$ cat src/rtl/dud_pkg.sv
// Package for the delta unit decoder: value width, phase codes,
// decoder state and result item types. No dependencies.
package dud_pkg;

  localparam int VALUE_BITS = 32;   // width of accumulated varint values
  localparam int OUT_W      = 32;   // width of run_length / base_offset
  localparam int GROUP_BITS = 7;    // value bits per varint byte
  localparam int HEAD_BITS  = 6;    // length field in the head byte
  localparam int POS_W      = 6;    // group bit position, saturates at 63
  localparam int WIDE_W     = VALUE_BITS + GROUP_BITS;

  typedef enum logic [1:0] {
    PH_HEAD = 2'd0,
    PH_LEN  = 2'd1,
    PH_OFF  = 2'd2
  } phase_t;

  typedef struct packed {
    phase_t                  phase;
    logic                    copy_flag;
    logic [HEAD_BITS-1:0]    head_length;
    logic [VALUE_BITS-1:0]   accumulator;
    logic [POS_W-1:0]        bit_position;
    logic [VALUE_BITS-1:0]   held_length;
    logic                    overflow_seen;
  } dec_state_t;

  typedef struct packed {
    logic              is_copy;
    logic [OUT_W-1:0]  run_length;
    logic [OUT_W-1:0]  base_offset;
    logic              overflow;
  } dec_result_t;

endpackage

$ cat src/rtl/dud_step.sv
// Per-byte next-state and result logic of the delta unit decoder.
// Depends on dud_pkg.
module dud_step
  import dud_pkg::*;
(
  input  dec_state_t  cur,
  input  logic [7:0]  byte_in,
  output dec_state_t  nxt,
  output logic        res_valid,
  output dec_result_t res
);

  logic [GROUP_BITS-1:0] grp;
  logic [WIDE_W-1:0]     grp_wide;
  logic                  grp_ovf;
  logic [VALUE_BITS-1:0] acc_grp;
  logic [POS_W:0]        pos_sum;
  logic [POS_W-1:0]      pos_next;
  logic [VALUE_BITS-1:0] len;
  logic                  len_ovf;
  logic                  ovf_grp;
  logic                  ovf_len;

  assign grp = byte_in[7:1];

  always_comb begin
    grp_wide = '0;
    if ({1'b0, cur.bit_position} < (POS_W+1)'(VALUE_BITS)) begin
      grp_wide = WIDE_W'(grp) << cur.bit_position;
      grp_ovf  = |grp_wide[WIDE_W-1:VALUE_BITS];
      acc_grp  = cur.accumulator | grp_wide[VALUE_BITS-1:0];
    end else begin
      grp_ovf  = (grp != '0);
      acc_grp  = cur.accumulator;
    end
  end

  assign pos_sum  = {1'b0, cur.bit_position} + (POS_W+1)'(GROUP_BITS);
  assign pos_next = pos_sum[POS_W] ? {POS_W{1'b1}} : pos_sum[POS_W-1:0];

  assign len     = {acc_grp[VALUE_BITS-2:0], 1'b0} | VALUE_BITS'(cur.head_length);
  assign len_ovf = acc_grp[VALUE_BITS-1];
  assign ovf_grp = cur.overflow_seen | grp_ovf;
  assign ovf_len = ovf_grp | len_ovf;

  always_comb begin
    nxt       = cur;
    res_valid = 1'b0;
    res       = '0;
    unique case (cur.phase)
      PH_LEN, PH_OFF: begin
        nxt.accumulator   = acc_grp;
        nxt.bit_position  = pos_next;
        nxt.overflow_seen = ovf_grp;
        if (!byte_in[0]) begin
          if (cur.phase == PH_LEN) begin
            nxt.overflow_seen = ovf_len;
            if (cur.copy_flag) begin
              nxt.held_length  = len;
              nxt.phase        = PH_OFF;
              nxt.accumulator  = '0;
              nxt.bit_position = '0;
            end else begin
              nxt.phase      = PH_HEAD;
              res_valid      = 1'b1;
              res.is_copy    = 1'b0;
              res.run_length = OUT_W'(len);
              res.overflow   = ovf_len;
            end
          end else begin
            nxt.phase       = PH_HEAD;
            res_valid       = 1'b1;
            res.is_copy     = 1'b1;
            res.run_length  = OUT_W'(cur.held_length);
            res.base_offset = OUT_W'(acc_grp);
            res.overflow    = ovf_grp;
          end
        end
      end
      default: begin
        // head byte; the unused phase code also lands here
        nxt.copy_flag     = byte_in[0];
        nxt.head_length   = byte_in[7:2];
        nxt.overflow_seen = 1'b0;
        nxt.held_length   = VALUE_BITS'(byte_in[7:2]);
        nxt.accumulator   = '0;
        nxt.bit_position  = '0;
        if (byte_in[1]) begin
          nxt.phase = PH_LEN;
        end else if (byte_in[0]) begin
          nxt.phase = PH_OFF;
        end else begin
          nxt.phase      = PH_HEAD;
          res_valid      = 1'b1;
          res.run_length = OUT_W'(byte_in[7:2]);
        end
      end
    endcase
  end

endmodule

$ cat src/rtl/delta_unit_decoder_top.sv
// Top level of the delta unit decoder: decoder state register and a
// two-entry result buffer. Depends on dud_pkg and dud_step.
//
// The block takes one instruction-stream byte per clock and registers one
// copy/insert command per completed unit. Each byte updates the registered
// decoder state, so the sustained rate is one byte per clock unless output
// stalls fill the result buffer. Results pass through an output register
// backed by a skid entry; input is held off only while both are full.
module delta_unit_decoder_top
  import dud_pkg::*;
(
  input  logic                clk,
  input  logic                rst,
  input  logic                in_valid,
  output logic                in_ready,
  input  logic [7:0]          byte_in,
  output logic                out_valid,
  input  logic                out_ready,
  output logic                is_copy,
  output logic [OUT_W-1:0]    run_length,
  output logic [OUT_W-1:0]    base_offset,
  output logic                overflow
);

  dec_state_t  state;
  dec_state_t  state_next;
  logic        res_valid;
  dec_result_t res;
  dec_result_t main_res;
  dec_result_t skid_res;
  logic        skid_valid;
  logic        in_fire;
  logic        out_fire;

  dud_step u_step (
    .cur       (state),
    .byte_in   (byte_in),
    .nxt       (state_next),
    .res_valid (res_valid),
    .res       (res)
  );

  assign in_ready = !skid_valid;
  assign in_fire  = in_valid && in_ready;
  assign out_fire = out_valid && out_ready;

  always_ff @(posedge clk) begin
    if (rst) begin
      state      <= '0;
      out_valid  <= 1'b0;
      skid_valid <= 1'b0;
    end else begin
      if (in_fire) begin
        state <= state_next;
      end
      if (skid_valid) begin
        if (out_fire) begin
          main_res   <= skid_res;
          skid_valid <= 1'b0;
        end
      end else if (in_fire && res_valid) begin
        if (!out_valid || out_fire) begin
          main_res  <= res;
          out_valid <= 1'b1;
        end else begin
          skid_res   <= res;
          skid_valid <= 1'b1;
        end
      end else if (out_fire) begin
        out_valid <= 1'b0;
      end
    end
  end

  assign is_copy     = main_res.is_copy;
  assign run_length  = main_res.run_length;
  assign base_offset = main_res.base_offset;
  assign overflow    = main_res.overflow;

endmodule

$ cat config.mk
export PLATFORM = sky130hd
export DESIGN_NAME = delta_unit_decoder_top
export DESIGN_NICKNAME = d
export VERILOG_FILES = /design/src/rtl/dud_pkg.sv /design/src/rtl/dud_step.sv /design/src/rtl/delta_unit_decoder_top.sv
export SDC_FILE = /design/constraint.sdc
export NUM_CORES = 1
export LEC_CHECK = 0
export BUFFER_PORTS_ARGS = -buffer_cell sky130_fd_sc_hd__buf_2
export CORE_MARGIN = 3
export CORE_UTILIZATION = 54
export CTS_CLUSTER_DIAMETER = 40
export DETAILED_ROUTE_END_ITERATION = 8
export PLACE_DENSITY = 0.76
export SYNTH_ARGS = -nofsm -noshare
export SYNTH_HDL_FRONTEND = slang
export SYNTH_SLANG_ARGS = --single-unit
$ cat constraint.sdc
create_clock -name clk -period 8.85 [get_ports clk]
set_input_delay 0.4425 -clock clk [delete_from_list [all_inputs] [get_ports clk]]
set_output_delay 0.4425 -clock clk [all_outputs]
set_load 0.02 [all_outputs]
Yosys cells after proc, flatten, opt, wreduce, memory -nomap -nowiden
Cells that the tools add are included.
Word-level totals
  register bits: 214
  logic and storage cells: 94
Cells by class
  $add $sub $neg: 1
  order comparisons: 1
  equality and inequality tests: 7
  shift-type cells: 1
  muxes and demuxes: 41
  bitwise operators: 8
  reductions and logical operators: 18
Operators with widths (count)
  $mux W66: 5
  $mux W71: 3
  $mux W32: 5
  $mux W70: 1
  $mux W33: 2
  $shl A7 B6 Y39: 1
  $or A32 B32 Y32: 1
  $or A32 B6 Y32: 1
  $mux W1: 17
  $mux W2: 6
  $mux W6: 2
  $reduce_and A4 Y1: 3
  $add A6 B3 Y7 const B: 1
  $reduce_bool A7 Y1: 1
  $reduce_or A7 Y1: 1
  $lt A6 B6 Y1 const B: 1
  $ne A2 B1 Y1 const B: 3
  $reduce_bool A2 Y1: 3
  $ne A2 B2 Y1 const B: 2
  $not A1 Y1: 4
  $reduce_and A2 Y1: 2
  $logic_and A1 B1 Y1: 3
  $reduce_and A3 Y1: 1
  $eq A2 B1 Y1 const B: 1
  5 further kinds: 7

Longest topological paths before layout
  word-level depth: 12
  gate-level depth with buffers: 9
  mapped depth without buffers: 8

Hierarchy
From an unflattened synthesis, not the netlist that was laid out.
Second synthesis, totals
  cell total of the unflattened synthesis: 1000
  area, all modules: 9982.1 um2
Modules (own cells, without submodules)
  delta_unit_decoder_top: instances 1, cells an instance 567, area an instance 7637.3 um2
  dud_step: instances 1, cells an instance 433, area an instance 2344.7 um2

Least setup slack after synthesis
Ideal clock, no wire load.
  path type: reg2reg
  from: register state[78] (netlist bit)
  to: register skid_res[0] (netlist bit) (enable)
  setup time: 677 ps
  data arrival time: 8196 ps
  required time: 8173 ps
  setup slack: -23 ps
  cell stages (with the launch flop): 8
  path buffers: 1
  period minus slack after synthesis: 8873 ps
  cells stage by stage: dfxtp_1 inv_1 ha_1 clkbuf_1 inv_1 a31oi_1 nand3_1 nor4b_1
On the way
  word-level cells in the longest chain between the ends: 6
  elaborated cells between the ends (all ways): 8
  classes of those cells: eq/ne: 2; mux: 3; reduce/logical: 3
Ends and longest elaborated chain
  start, declared: line delta_unit_decoder_top.sv:25  | dec_state_t state;
  start signal, assigned: line delta_unit_decoder_top.sv:54  | state <= state_next;
  $eq A2 B1 Y1: line dud_step.sv:50, dud_step.sv:56
  $mux W1: line dud_step.sv:56  | if (cur.phase == PH_LEN) begin
  $mux W1: line dud_step.sv:55  | if (!byte_in[0]) begin
  $mux W1 *: line dud_step.sv:50  | unique case (cur.phase)
  $logic_and A1 B1 Y1 *: line delta_unit_decoder_top.sv:61  | end else if (in_fire && res_valid) begin
  $reduce_and A4 Y1 (no source line) *
  end signal, assigned: line delta_unit_decoder_top.sv:66  | skid_res <= res;
  end, declared: line delta_unit_decoder_top.sv:30  | dec_result_t skid_res;
Mark *: on every way between the ends. The rest lies on a longest branch, timed or not.
A chain may end at the register's enable or synchronous reset.

Worst setup path after layout
  from: register state[78] (netlist bit)
  to: register skid_res[20] (netlist bit) (enable)
The elaborated chain is that of the path after synthesis.

==> impl_metrics.py <==
metrics = {
    "setup_path": {
        "worstSetupStartpointType": "flop",
        "critPathKind": "reg -> reg",
        "timing.rr.start": "state[78]$_SDFFE_PP0P_",
        "reg2reg_slack_ns": 5.17,
        "worstRegToRegCells": 7,
        "cp_max_fo": 55,
        "required_ns": 9.00,
        "reg2reg_to": "skid_res[20]$_DFFE_PP_",
        "arrival_ns": 3.83,
        "crit_path_end_kind": "flop",
    },
    "floorplanning": {
        "die_h_um": 139,
        "dieArea_mm2": 0.0193,
        "core_area_mm2": 0.0169,
        "fp.dieW_um": 139,
        "start_util_pct": 56.4,
        "row_count": 47,
        "io-pin-count": 80,
    },
    "synth": {
        "syn_nets": 904,
        "synthArstFlopShare_pct": 0,
        "ys_ff_latch": 214,
        "ys_types": 73,
        "seq_area_frac_synth_pct": 58.7,
        "synth_edf_count": 132,
        "netlist_instances": 889,
        "synth_common_cells": "edfxtp_1, nand2_1, nor2_1",
        "syn_area_mm2": 0.00955,
        "synth_flop_cell": "edfxtp_1",
        "postSynthAreaPerCell_um2": 10.7,
        "synth_top_area_share_pct": 41.5,
        "netlist_top_cells_area": "edfxtp_1, dfxtp_1, nand2_1",
        "yosysTopAreaCell": "edfxtp_1",
        "synth.most_common_cell": "edfxtp_1",
        "ys_warn_count": 0,
    },
    "clocking": {
        "cts_buffers": 28,
        "cts_tree": "done",
        "clock_path_buffers": 3,
        "htreeDepth": 1,
        "root_buffer": "clkbuf_16",
        "cts_hold_buf": 0,
        "postCtsSetupBuffers": 0,
        "clkSlewWorstSetupHoldPaths_ns": 0.06,
        "ctsResizeCount": 0,
        "worstSkewPairLatency_ns": 0.53,
        "clock_sinks": 214,
    },
    "sta": {
        "setup_viol": 0,
        "hold_violations": 0,
        "slew_headroom_pct": 29.4,
        "max_freq_mhz": 272,
        "worstMarginPinSlew_ns": 1.06,
        "rsz0062_at_grt": "false",
        "period_minus_slack_ns": 3.68,
        "fin_skew_ns": 0.00975,
        "fin_tns_setup_ns": 0,
        "period_share_pct": 41.6,
        "maxSlewViolCount": 0,
    },
    "finish": {
        "nNetsFinal": 958,
        "syn_to_final_growth_pct": 15.8,
        "drive_gt1_share_pct": 20.4,
        "antenna_cells": 0,
        "fin_area_mm2": 0.0111,
        "fillers": 1311,
    },
    "detailed_routing": {
        "viasPerCell": 6.17,
        "drtAntennaViolNets": 0,
        "drt_iter0_drc": 726,
        "wl_per_cell_um": 19.9,
        "drc": 0,
        "wl_um": 23600,
        "drt-pass1-iter-count": 7,
        "vias": 7315,
    },
    "power_and_ir_drop": {
        "powerDensity_mw_per_mm2": 225,
        "power.static_leakage_nw": 3.68,
        "max-vdd-ir-drop_v": 0.000147,
    },
    "grt": {
        "grt_antenna_before_repair": 0,
        "grt_pass1_wl_um": 38000,
        "grt_max_degree": 67,
        "grt_pass1_vias": 6914,
        "grt_usage_pct": 23.9,
        "overflow": 0,
    },
    "min_path": {
        "worstHoldStart": "out_ready",
        "hold_path_depth": 2,
        "hold_end": "skid_valid$_SDFF_PP0_",
        "min_path_type": "in -> reg",
    },
    "placed_design": {
        "finalWeightedCongestion": 0.937,
        "dpl_cell_area_mm2": 0.0101,
        "dp_hpwl_um": 15100,
        "io_buffers": 79,
    },
    "flow_run": {
        "cap_viol_max_count": 0,
    },
    "run_status": {
        "status": "complete, no violations",
    },
}
-- sequential cells by signal, summed over array words and instances, names as in the netlist --
name         flops
is_copy          1
base_offset     32
out_valid        1
state           80
skid_res        66
overflow         1
run_length      32
skid_valid       1
-- cell type report --
class / instances / area, µm² / area share [%]
flip-flops and latches: 214 / 5610 / 50.7
clock inverters: 17 / 233 / 2.11
clock buffers: 35 / 768 / 6.95
repair buffers: 92 / 493 / 4.46
multi-input cells: 594 / 3630 / 32.8
inverters: 13 / 48.8 / 0.441
well taps: 220 / 275 / 2.49
-- where the power goes --
group	switching (W)	internal, W	total (W)
combinational	0.000150	0.0000645	0.000214
clock	0.000444	0.000744	0.00119
sequential	0.0000140	0.00107	0.00109
total	0.000607	0.00188	0.00249
-- worst max path at each step --
| stage | cells after the start | slack (ns) | start | endpoint |
|---|---|---|---|---|
| floorplan | 7 | 1.81 | state[78]$_SDFFE_PP0P_ | base_offset[0]$_DFFE_PP_ |
| global placement | 7 | 5.28 | state[78]$_SDFFE_PP0P_ | skid_res[20]$_DFFE_PP_ |
| detailed placement | 7 | 5.18 | state[78]$_SDFFE_PP0P_ | skid_res[46]$_DFFE_PP_ |
| CTS | 7 | 5.17 | state[78]$_SDFFE_PP0P_ | skid_res[61]$_DFFE_PP_ |
| global route | 9 | 4.85 | state[79]$_SDFFE_PP0P_ | base_offset[9]$_DFFE_PP_ |
| finish | 7 | 5.17 | state[78]$_SDFFE_PP0P_ | skid_res[20]$_DFFE_PP_ |
-- layer usage --
| layer | track usage, % | vias to the layer above | wire length, µm |
|---|---|---|---|
| met4 | 6.02 | 0 | 425 |
| met3 | 4.21 | 43 | 1770 |
| met2 | 38.6 | 314 | 11200 |
| met1 | 33.7 | 3534 | 10200 |
| met5 | 0 | - | 0 |
| li1 | - | 3424 | - |
-- cells in the final DEF, fill, tap and decap left out, types with 5 or more instances in the layout --
cell / count
and2_1: 5
nor3_1: 40
o21ai_1: 5
o21ai_0: 61
nand2b_1: 11
inv_1: 10
o41ai_1: 5
mux2_4: 6
nor2b_1: 8
clkbuf_16: 29
mux4_2: 5
buf_2: 79
a21oi_1: 58
nand2_1: 108
a32oi_1: 6
o31ai_1: 19
mux2i_1: 12
a211oi_1: 29
a31oi_1: 13
nor2_1: 93
mux2_2: 15
buf_4: 13
edfxtp_1: 132
nand3_1: 10
a22oi_1: 6
dfxtp_1: 81
nor4_1: 8
-- critical path: stages (launching register included) --
cell and delay, ns:
dfxtp_1 0.34, inv_1 0.06, ha_1 0.60, inv_1 0.23
a31oi_1 0.29, nand3_1 0.25, nor4b_4 0.75, buf_4 0.71
-- per-stage QoR --
step                util [%]  setup slack (ns)  total power [W]  cells  hold WS (ns)
floorplan                  -              1.81          0.00126    889         0.421
global placement        59.4              5.28          0.00132   1133         0.433
detailed placement      59.4              5.18          0.00132   1133         0.442
CTS                     65.3              5.17          0.00250   1185         0.170
global route            65.3              4.85          0.00257   1185         0.195
finish                  65.3              5.17          0.00249   1185         0.182
-- cell families after synthesis --
logic type               count (synthesis)  synth area share [%]
buffers and inverters                   81                  3.63
flip-flops                             214                  58.7
adder cells (fa/ha/maj)                  3                 0.393
AND/OR/NAND/NOR                        308                  14.9
multiplexers                            38                  5.15
AO/OA/AOI/OAI                          245                  17.3
No activity file was read; power rests on OpenSTA's default activity.
